--- config.mk ---
export PLATFORM = sky130hd
export DESIGN_NAME = contiguous_block_allocator
export DESIGN_NICKNAME = d
export VERILOG_FILES = /design/src/hdl/cba_pkg.sv /design/src/hdl/cba_ctrl.sv /design/src/hdl/cba_dp.sv /design/src/hdl/contiguous_block_allocator.sv
export SDC_FILE = /design/constraint.sdc
export NUM_CORES = 2
export LEC_CHECK = 0
export BUFFER_PORTS_ARGS = -buffer_cell sky130_fd_sc_hd__buf_2
export CORE_UTILIZATION = 30
export DETAILED_ROUTE_END_ITERATION = 8
export SLEW_MARGIN = 20
export SYNTH_ARGS = -nofsm -noshare
export SYNTH_HDL_FRONTEND = slang
export SYNTH_HIERARCHICAL = 1
export SYNTH_SLANG_ARGS = --single-unit
--- constraint.sdc ---
create_clock -name clk -period 7.35 [get_ports clk]
set_input_delay 0.735 -clock clk [delete_from_list [all_inputs] [get_ports clk]]
set_output_delay 0.735 -clock clk [all_outputs]
set_load 0.02 [all_outputs]
--- src/hdl/cba_pkg.sv ---
`timescale 1ns / 1ps
`default_nettype none
package cba_pkg;

  localparam int WORD_W  = 16;
  localparam int WORD_LW = 4;
  localparam int IDX_W   = 10;
  localparam int CNT_W   = 11;
  localparam int ST_W    = 2;
  localparam int PW      = CNT_W - WORD_LW;
  localparam int IN_TW   = 24;
  localparam int OUT_TW  = 16;

  localparam int NUM_BLOCKS_DEF = 1024;
  localparam int SIZE_RST       = 1024;

  localparam logic OP_ALLOC = 1'b0;
  localparam logic OP_FREE  = 1'b1;

  typedef enum logic [ST_W-1:0] {
    ST_OK      = 2'd0,
    ST_NOSPACE = 2'd1,
    ST_RANGE   = 2'd2
  } status_t;

  typedef enum logic [2:0] {
    S_CLEAR,
    S_IDLE,
    S_SCAN,
    S_RMW,
    S_RESP
  } state_t;

  typedef struct packed {
    logic accept;
    logic scan;
    logic rmw;
    logic clear;
    logic load_out;
  } cmd_t;

  typedef struct packed {
    logic clr_done;
    logic need_scan;
    logic need_rmw;
    logic found;
    logic scan_end;
    logic rmw_done;
    logic out_busy;
  } sts_t;

endpackage
`default_nettype wire

--- src/hdl/cba_ctrl.sv ---
`timescale 1ns / 1ps
`default_nettype none
module cba_ctrl (
  input  logic          clk,
  input  logic          rst_n,
  input  logic          in_tvalid,
  output logic          in_tready,
  input  cba_pkg::sts_t sts,
  output cba_pkg::cmd_t cmd
);
  import cba_pkg::*;

  state_t state_r;
  state_t state_nxt;

  always_ff @(posedge clk) begin
    if (!rst_n) begin
      state_r <= S_CLEAR;
    end else begin
      state_r <= state_nxt;
    end
  end

  always_comb begin
    state_nxt = state_r;
    case (state_r)
      S_CLEAR: begin
        if (sts.clr_done) state_nxt = S_IDLE;
      end
      S_IDLE: begin
        if (in_tvalid) begin
          if (sts.need_scan) state_nxt = S_SCAN;
          else if (sts.need_rmw) state_nxt = S_RMW;
          else state_nxt = S_RESP;
        end
      end
      S_SCAN: begin
        if (sts.found) state_nxt = S_RMW;
        else if (sts.scan_end) state_nxt = S_RESP;
      end
      S_RMW: begin
        if (sts.rmw_done) state_nxt = S_RESP;
      end
      S_RESP: begin
        if (!sts.out_busy) state_nxt = S_IDLE;
      end
      default: state_nxt = S_CLEAR;
    endcase
  end

  always_comb begin
    in_tready    = 1'b0;
    cmd          = '0;
    case (state_r)
      S_CLEAR: cmd.clear = 1'b1;
      S_IDLE: begin
        in_tready  = 1'b1;
        cmd.accept = in_tvalid;
      end
      S_SCAN: cmd.scan = 1'b1;
      S_RMW:  cmd.rmw  = 1'b1;
      S_RESP: cmd.load_out = !sts.out_busy;
      default: cmd = '0;
    endcase
  end

endmodule
`default_nettype wire

--- src/hdl/cba_dp.sv ---
`timescale 1ns / 1ps
`default_nettype none
module cba_dp #(
  parameter int NUM_BLOCKS = cba_pkg::NUM_BLOCKS_DEF
) (
  input  logic                      clk,
  input  logic                      rst_n,
  input  cba_pkg::cmd_t             cmd,
  output cba_pkg::sts_t             sts,
  input  logic                      req_op,
  input  logic [cba_pkg::IDX_W-1:0] req_start,
  input  logic [cba_pkg::CNT_W-1:0] req_count,
  input  logic                      cfg_we,
  input  logic [cba_pkg::CNT_W-1:0] cfg_wdata,
  input  logic                      out_tready,
  output logic                      out_valid,
  output logic [cba_pkg::ST_W-1:0]  out_status,
  output logic [cba_pkg::IDX_W-1:0] out_run_start
);
  import cba_pkg::*;

  localparam int NUM_WORDS = (NUM_BLOCKS + WORD_W - 1) / WORD_W;
  localparam int AW        = (NUM_WORDS > 1) ? $clog2(NUM_WORDS) : 1;
  localparam int DEPTH     = 1 << AW;
  localparam int SIZE_CAP  = (NUM_BLOCKS < 2047) ? NUM_BLOCKS : 2047;
  localparam logic [CNT_W-1:0] SIZE_MAX  = CNT_W'(SIZE_CAP);
  localparam logic [CNT_W-1:0] SIZE_INIT =
    CNT_W'((SIZE_RST < NUM_BLOCKS) ? SIZE_RST : NUM_BLOCKS);

  // map storage, one word of block bits per entry, 1 = used
  logic [WORD_W-1:0] map_mem_r [DEPTH];
  logic [WORD_W-1:0] rdata_r;
  logic              we;
  logic [AW-1:0]     wa;
  logic [AW-1:0]     ra;
  logic [WORD_W-1:0] wd;

  logic [CNT_W-1:0]  size_r;
  logic [AW-1:0]     clr_ptr_r;
  logic [PW:0]       ptr_r;
  logic [PW:0]       ptr_nxt;
  logic              dv_r;
  logic              dv_nxt;
  logic [PW-1:0]     dw_r;
  logic [PW-1:0]     dw_nxt;
  logic              set_r;
  logic [CNT_W-1:0]  cnt_r;
  logic [CNT_W-1:0]  lo_r;
  logic [CNT_W-1:0]  lo_nxt;
  logic [CNT_W-1:0]  hi_r;
  logic [CNT_W-1:0]  hi_nxt;
  logic [CNT_W-1:0]  run_r;
  logic [CNT_W-1:0]  run_nxt;
  status_t           res_st_r;
  status_t           res_st_nxt;
  logic [IDX_W-1:0]  res_rs_r;
  logic [IDX_W-1:0]  res_rs_nxt;
  logic              out_valid_r;
  status_t           out_st_r;
  logic [IDX_W-1:0]  out_rs_r;

  logic [CNT_W:0]    req_sum;
  logic              req_err;
  logic              req_zero;
  logic [CNT_W:0]    size_round;
  logic [PW:0]       nw;
  logic [PW:0]       hiw;
  logic              issue;

  logic [CNT_W-1:0]  base;
  logic [WORD_W-1:0] free_b;
  logic [WORD_W-1:0] hit;
  logic [WORD_W-1:0] mask;
  logic [WORD_LW:0]  lu [WORD_W];
  logic [CNT_W:0]    tot;
  logic [CNT_W:0]    pos;
  logic [WORD_LW-1:0] hj;
  logic              any_hit;
  logic              found;
  logic [CNT_W-1:0]  epos;
  logic [CNT_W-1:0]  fstart;

  always_ff @(posedge clk) begin
    if (we) map_mem_r[wa] <= wd;
    rdata_r <= map_mem_r[ra];
  end

  always_ff @(posedge clk) begin
    if (!rst_n) begin
      size_r <= SIZE_INIT;
    end else if (cfg_we) begin
      if (int'(cfg_wdata) > NUM_BLOCKS) size_r <= SIZE_MAX;
      else size_r <= cfg_wdata;
    end
  end

  always_ff @(posedge clk) begin
    if (!rst_n) begin
      clr_ptr_r <= '0;
    end else if (cmd.clear) begin
      clr_ptr_r <= clr_ptr_r + 1'b1;
    end
  end

  // request decode
  always_comb begin
    req_sum  = {1'b0, CNT_W'(req_start)} + {1'b0, req_count};
    req_err  = req_sum > {1'b0, size_r};
    req_zero = (req_count == '0);
  end

  always_comb begin
    size_round = {1'b0, size_r} + (CNT_W+1)'(WORD_W - 1);
    nw         = size_round[CNT_W:WORD_LW];
    hiw        = {1'b0, hi_r[CNT_W-1:WORD_LW]};
    issue      = cmd.scan ? (ptr_r < nw) : (ptr_r <= hiw);
    base       = {dw_r, {WORD_LW{1'b0}}};
  end

  // per-word run search
  always_comb begin
    hit    = '0;
    free_b = '0;
    mask   = '0;
    for (int j = 0; j < WORD_W; j++) begin
      pos       = {1'b0, base} + (CNT_W+1)'(j);
      free_b[j] = (pos < {1'b0, size_r}) && !rdata_r[j];
      mask[j]   = (pos >= {1'b0, lo_r}) && (pos <= {1'b0, hi_r});
    end
    for (int j = 0; j < WORD_W; j++) begin
      lu[j] = '0;
      for (int k = 0; k <= j; k++) begin
        if (!free_b[k]) lu[j] = (WORD_LW+1)'(k + 1);
      end
    end
    for (int j = 0; j < WORD_W; j++) begin
      if (lu[j] == '0) tot = {1'b0, run_r} + (CNT_W+1)'(j + 1);
      else tot = (CNT_W+1)'((WORD_LW+1)'(j + 1) - lu[j]);
      hit[j] = tot >= {1'b0, cnt_r};
    end
    hj      = '0;
    any_hit = 1'b0;
    for (int j = WORD_W - 1; j >= 0; j--) begin
      if (hit[j]) begin
        hj      = WORD_LW'(j);
        any_hit = 1'b1;
      end
    end
    found  = cmd.scan && dv_r && any_hit;
    epos   = base + CNT_W'(hj);
    fstart = epos + 1'b1 - cnt_r;
  end

  always_comb begin
    ptr_nxt    = ptr_r;
    dv_nxt     = dv_r;
    dw_nxt     = dw_r;
    lo_nxt     = lo_r;
    hi_nxt     = hi_r;
    run_nxt    = run_r;
    res_st_nxt = res_st_r;
    res_rs_nxt = res_rs_r;
    if (cmd.accept) begin
      ptr_nxt = (req_op == OP_ALLOC) ? '0 : (PW+1)'(req_start[IDX_W-1:WORD_LW]);
      dv_nxt  = 1'b0;
      run_nxt = '0;
      lo_nxt  = CNT_W'(req_start);
      hi_nxt  = CNT_W'(req_sum - 1'b1);
      if (req_op == OP_FREE) res_st_nxt = req_err ? ST_RANGE : ST_OK;
      else res_st_nxt = ST_NOSPACE;
      res_rs_nxt = '0;
    end else if (found) begin
      ptr_nxt    = {1'b0, fstart[CNT_W-1:WORD_LW]};
      dv_nxt     = 1'b0;
      lo_nxt     = fstart;
      hi_nxt     = epos;
      res_st_nxt = ST_OK;
      res_rs_nxt = fstart[IDX_W-1:0];
    end else if (cmd.scan || cmd.rmw) begin
      if (issue) begin
        ptr_nxt = ptr_r + 1'b1;
        dv_nxt  = 1'b1;
        dw_nxt  = ptr_r[PW-1:0];
      end else begin
        dv_nxt = 1'b0;
      end
      if (cmd.scan && dv_r) begin
        if (lu[WORD_W-1] == '0) run_nxt = run_r + CNT_W'(WORD_W);
        else run_nxt = CNT_W'((WORD_LW+1)'(WORD_W) - lu[WORD_W-1]);
      end
    end
  end

  always_ff @(posedge clk) begin
    if (!rst_n) begin
      ptr_r <= '0;
      dv_r  <= 1'b0;
    end else begin
      ptr_r <= ptr_nxt;
      dv_r  <= dv_nxt;
    end
  end

  always_ff @(posedge clk) begin
    dw_r     <= dw_nxt;
    lo_r     <= lo_nxt;
    hi_r     <= hi_nxt;
    run_r    <= run_nxt;
    res_st_r <= res_st_nxt;
    res_rs_r <= res_rs_nxt;
    if (cmd.accept) begin
      cnt_r <= req_count;
      set_r <= (req_op == OP_ALLOC);
    end
  end

  always_comb begin
    ra = AW'(ptr_r[PW-1:0]);
    we = cmd.clear || (cmd.rmw && dv_r);
    wa = cmd.clear ? clr_ptr_r : AW'(dw_r);
    if (cmd.clear) wd = '0;
    else if (set_r) wd = rdata_r | mask;
    else wd = rdata_r & ~mask;
  end

  // result register
  always_ff @(posedge clk) begin
    if (!rst_n) begin
      out_valid_r <= 1'b0;
    end else if (cmd.load_out) begin
      out_valid_r <= 1'b1;
    end else if (out_tready) begin
      out_valid_r <= 1'b0;
    end
  end

  always_ff @(posedge clk) begin
    if (cmd.load_out) begin
      out_st_r <= res_st_r;
      out_rs_r <= res_rs_r;
    end
  end

  always_comb begin
    sts.clr_done  = cmd.clear && (&clr_ptr_r);
    sts.need_scan = (req_op == OP_ALLOC) && !req_zero;
    sts.need_rmw  = (req_op == OP_FREE) && !req_zero && !req_err;
    sts.found     = found;
    sts.scan_end  = cmd.scan && !dv_r && !issue;
    sts.rmw_done  = cmd.rmw && !dv_r && !issue;
    sts.out_busy  = out_valid_r && !out_tready;
  end

  assign out_valid     = out_valid_r;
  assign out_status    = out_st_r;
  assign out_run_start = out_rs_r;

endmodule
`default_nettype wire

--- src/hdl/contiguous_block_allocator.sv ---
`timescale 1ns / 1ps
`default_nettype none
// First-fit allocator over a used/free bitmap of NUM_BLOCKS storage blocks.
// in_*  : one request per item. in_tuser = op (0 allocate, 1 free),
//         in_tdata = start_index, count.
// out_* : one result per request: status, run_start.
// cfg_* : cfg_we writes active_blocks (size of the scanned map).
// The map lives in a 16-bit-word memory with registered reads; one word is
// read, and for updates written back, each cycle.
// Allocate: scan of ceil(size/16) words, one per cycle, stops at the first
// word that completes a run; then marking of the run's words, one per cycle.
// Free: clearing of the run's bits in each word it touches; a refused or
// empty request skips the map and goes straight to its result.
// One request is in work at a time; in_tready is high when the block is idle,
// so a new request is taken only after the last one's result is loaded.
// After reset the map is cleared in a pass of one word a cycle over all
// 2**ceil(log2(ceil(NUM_BLOCKS/16))) words (64 at 1024 blocks) with in_tready
// low; active_blocks returns to min(1024, NUM_BLOCKS). A result waits in an
// output register while out_tready is low; the next request is accepted
// meanwhile and its result waits until the register is free.
module contiguous_block_allocator #(
  parameter int NUM_BLOCKS = cba_pkg::NUM_BLOCKS_DEF
) (
  input  logic                       clk,
  input  logic                       rst_n,
  input  logic                       in_tvalid,
  output logic                       in_tready,
  input  logic [cba_pkg::IN_TW-1:0]  in_tdata,   // start_index, count
  input  logic                       in_tuser,   // op
  output logic                       out_tvalid,
  input  logic                       out_tready,
  output logic [cba_pkg::OUT_TW-1:0] out_tdata,  // status, run_start
  input  logic                       cfg_we,
  input  logic [cba_pkg::CNT_W-1:0]  cfg_wdata
);
  import cba_pkg::*;

  cmd_t             cmd;
  sts_t             sts;
  logic [ST_W-1:0]  out_status;
  logic [IDX_W-1:0] out_run_start;

  cba_ctrl u_ctrl (
    .clk       (clk),
    .rst_n     (rst_n),
    .in_tvalid (in_tvalid),
    .in_tready (in_tready),
    .sts       (sts),
    .cmd       (cmd)
  );

  cba_dp #(
    .NUM_BLOCKS (NUM_BLOCKS)
  ) u_dp (
    .clk           (clk),
    .rst_n         (rst_n),
    .cmd           (cmd),
    .sts           (sts),
    .req_op        (in_tuser),
    .req_start     (in_tdata[IDX_W-1:0]),
    .req_count     (in_tdata[IDX_W+CNT_W-1:IDX_W]),
    .cfg_we        (cfg_we),
    .cfg_wdata     (cfg_wdata),
    .out_tready    (out_tready),
    .out_valid     (out_tvalid),
    .out_status    (out_status),
    .out_run_start (out_run_start)
  );

  assign out_tdata = {{(OUT_TW-ST_W-IDX_W){1'b0}}, out_run_start, out_status};

endmodule
`default_nettype wire

==> out/results.txt <==
H-tree Lvls = 3
Final ANT Viol Nets = 0
Post-synthesis adder-cell area fraction = 6.65%
CTS buffer count = 112
# setup viols final = 14
Capture point of the worst reg-to-reg path = u_dp/lo_r[5]$_DFFE_PP_
Final core utilization = 35.7%
Crit start category = flop
RSZ-0062 raised after global routing = true
Seq cells post-synth = 1146
Most common cell after layout, fill and taps aside = edfxtp_1
CTS root buf = clkbuf_16
TritonRoute pass-1 iters = 5
Final Max Slew Viols = 0
VDD IR max = 0.000299 V
IO Pins = 59
CTS tree = yes
Pint = 15.0 mW
Vias in the first global route = 33700
Final Critical Period = 7.61 ns
Multi-input gate area = 0.0212 sq mm
Hold depth = 1
Cells after Synth = 3599
Required @ worst endpoint = 7.79 ns
Critical path endpoint category = flop
RePlAce Congestion = 0.913
Residual DRC = 0
WL per Instance = 23.4 microns
Vias = 33500
Layout net count = 4343
Storage element area = 0.0337 sq mm
Most frequent cell on the critical path = buf_4
Total grt overflow = 0
Mux cell area share after synthesis = 14.7%
Die Ht = 432 microns
Reg power frac = 37.9%
Final setup margin = -0.256 ns
Final setup skew = 0.0586 ns
CP Max Fanout = 4
Ys flop type = edfxtp_1
Drt total wl = 154000 microns
Hold endpoint = u_dp/cnt_r[3]$_DFFE_PP_
Reg2Reg Setup Slack = -0.26 ns
Yosys cell types = 93
Psw = 7.63 mW
TNS Setup = -2.18 ns
Post-Synth Simple-Gate Area = 6.98%
Period utilization = 103%
Min-delay src = in_tdata[13]
Clk buf depth = 3
Global-route wire length before repair = 226000 microns
Clock Sinks = 1146
Placed cells = 6339
Vias/cell = 5.10
Worst skew pair latency = 0.74 ns
Layout Cells excl Fill = 6567
Clock Pin Slew Worst Setup and Hold Paths = 0.07 ns
Leakage power = 22.5 nW
Initial Utilization = 30.2%
PortBufs = 51
Net Sw Frac = 33.8%
Slowest cell on crit path = or4b_4
Largest net degree at the start of global routing = 122
Share of flip-flops with an asynchronous set or reset = 0%
Fillers = 17300
Most frequent cells in the layout = edfxtp_1, buf_4, mux4_2
Slew margin rel. = 22.1%
Power share of the combinational group = 37.6%
WS Path Type = flop to flop
FP Rows = 157
All-Layer GR Usage = 16.3%
Fmax = 131 MHz
Post-synthesis area per instance = 15.4 sq um
Final Hold Fails = 0
Die ar. = 0.186 sq mm
Netlist Area Pre-Place = 0.0554 sq mm
Run status = finished, violations left
Initial drt markers = 3128
Worst Hold Class = primary input to flop
Die width = 432 microns
CP arrival = 8.05 ns
Largest family of logic cells by synthesized area = multiplexers
Maxcap violations = 0
Total core area = 0.183 sq mm
Cell count of the worst reg-to-reg path = 38
Reg-to-Reg Start = u_dp/dw_r[5]$_DFFE_PP_
Area grow syn2layout = 18.2%
Part of the Yosys area used for sequential elements = 60.9%
Synth Warn # = 6
Post-DP HPWL = 101000 microns
Compound-Gate Fraction of Synth Area = 6.16%
Xor/xnor cell area share of the yosys netlist = 2.50%
Max stage delay on crit path = 0.52 ns
Failing checks = negative setup slack
EDFF count, synth = 1078
Clock share of power = 24.6%
Ratio of cells with drive above 1 in the final layout = 27.2%
Slew @ Worst Pin = 1.17 ns
Initial antenna violation count = 4
Cell area power density = 345 mW/mm^2
-- through the flow --
stage | hold WS (ns) | cell area, sq um | total power [mW] | setup slack [ns]
floorplan | 0.400 | 55600 | 13.2 | -0.0542
global placement | 0.404 | 61400 | 16.6 | -0.277
detailed placement | 0.405 | 61400 | 16.7 | -0.388
CTS | 0.217 | 65300 | 22.5 | -0.128
global route | 0.232 | 65500 | 23.6 | -0.659
finish | 0.262 | 65500 | 22.6 | -0.256
-- synth_stat cells, types with 8 or more instances --
| cell | n | area [sq um] |
|---|---|---|
| a21oi_1 | 154 | 771 |
| xor2_1 | 52 | 455 |
| ha_1 | 291 | 3640 |
| nor2b_1 | 29 | 181 |
| o22ai_1 | 12 | 75.1 |
| o21bai_1 | 13 | 97.6 |
| clkbuf_1 | 129 | 484 |
| inv_1 | 106 | 398 |
| o21a_1 | 22 | 165 |
| nor2_1 | 328 | 1230 |
| or2_2 | 9 | 56.3 |
| o211ai_1 | 12 | 90.1 |
| buf_1 | 27 | 101 |
| and3_1 | 20 | 125 |
| nor3_1 | 28 | 140 |
| a31oi_1 | 21 | 131 |
| nand2b_1 | 37 | 231 |
| nor3b_1 | 8 | 60.1 |
| o21ai_0 | 89 | 445 |
| o31ai_1 | 8 | 60.1 |
| nand4_1 | 27 | 169 |
| a21boi_0 | 10 | 75.1 |
| mux2i_1 | 51 | 510 |
| a211oi_1 | 19 | 143 |
| xnor2_1 | 106 | 928 |
| mux4_2 | 336 | 7570 |
| nor4_1 | 12 | 75.1 |
| a21o_1 | 62 | 465 |
| or3_1 | 14 | 87.6 |
| and2_1 | 29 | 181 |
| nand2_1 | 154 | 578 |
| dfxtp_1 | 68 | 1360 |
| nand3_1 | 75 | 375 |
| edfxtp_1 | 1078 | 32400 |
-- per-layer routing --
layer  GRT usage, %  vias up  share of wire [%]
li1               -    15000                  -
met1           21.6    17300                 42
met2           27.8      943                 49
met3           2.30      229                5.4
met4           4.84        0                3.0
met5              0        -                  0
-- flip-flops by register name, indices dropped and copies added (netlist names), 2 cells and up --
signal	count
u_ctrl/state_r	3
u_dp/clr_ptr_r	6
u_dp/cnt_r	11
u_dp/dw_r	7
u_dp/hi_r	11
u_dp/lo_r	11
u_dp/map_mem_r	1024
u_dp/out_run_start	10
u_dp/out_status	2
u_dp/ptr_r	8
u_dp/rdata_r	16
u_dp/res_rs_r	10
u_dp/res_st_r	2
u_dp/run_r	11
u_dp/size_r	11
-- layout make-up --
type,count,area share [%]
clock buffer,145,4.58
clock inverter,62,0.862
multi-input combinational,2174,32.4
inverter,106,0.608
sequential,1146,51.6
timing repair buffer,469,5.32
tap,2464,4.71
antenna,1,0.00382
-- power by group through the flow --
stage | Clock (mW) | Sequential [mW] | Combinational [mW]
2_1_floorplan | 0 | 8.45 | 4.77
4_1_cts | 5.65 | 8.55 | 8.32
3_3_place_gp | 0 | 8.67 | 7.93
5_1_grt | 5.92 | 8.60 | 9.12
6_report | 5.55 | 8.55 | 8.49
3_5_place_dp | 0 | 8.68 | 8.01
-- worst max path at each step --
stage                           startpoint                       endpoint  slack [ns]
floorplan           u_dp/dw_r[2]$_DFFE_PP_     u_dp/ptr_r[5]$_SDFFE_PN0P_       -0.05
global placement    u_dp/dw_r[5]$_DFFE_PP_  u_dp/res_rs_r[9]$_SDFFE_PP0P_       -0.28
detailed placement  u_dp/dw_r[2]$_DFFE_PP_         u_dp/lo_r[9]$_DFFE_PP_       -0.39
CTS                 u_dp/dw_r[5]$_DFFE_PP_  u_dp/res_rs_r[9]$_SDFFE_PP0P_       -0.13
global route        u_dp/dw_r[5]$_DFFE_PP_  u_dp/res_rs_r[9]$_SDFFE_PP0P_       -0.66
finish              u_dp/dw_r[5]$_DFFE_PP_         u_dp/lo_r[5]$_DFFE_PP_       -0.26
-- repair_timing --
| action | in CTS | in global routing |
|---|---|---|
| resized for setup | 37 | 42 |
| buffers inserted | 18 | 10 |
| hold endpoints to repair | 0 | 0 |
| setup endpoints to repair | 16 | 22 |
| hold buffers | 0 | 0 |
| pin swaps | 16 | 37 |
-- worst max-delay path, delay by kind of cell (launching register included) --
kind | cells | cell delay (ns)
XOR/XNOR | 1 | 0.13
multiplexers | 1 | 0.27
buffers and inverters | 13 | 1.59
flip-flops | 1 | 0.43
AO/OA/AOI/OAI | 12 | 2.54
AND/OR/NAND/NOR | 6 | 1.13
adder cells (fa/ha/maj) | 5 | 1.24
-- cells by family (layout without fill, tap and decap cells) --
logic type / count (synthesis) / in the layout
and+or+nand+nor: 810 / 810
DFF: 1146 / 1146
AOI/OAI and AO/OA: 515 / 515
xor gates and xnor gates: 158 / 158
muxes: 394 / 394
other: 1 / 5
adders and majority gates: 293 / 293
buffers and inverters: 282 / 782
(Power assumes the default switching activity.)
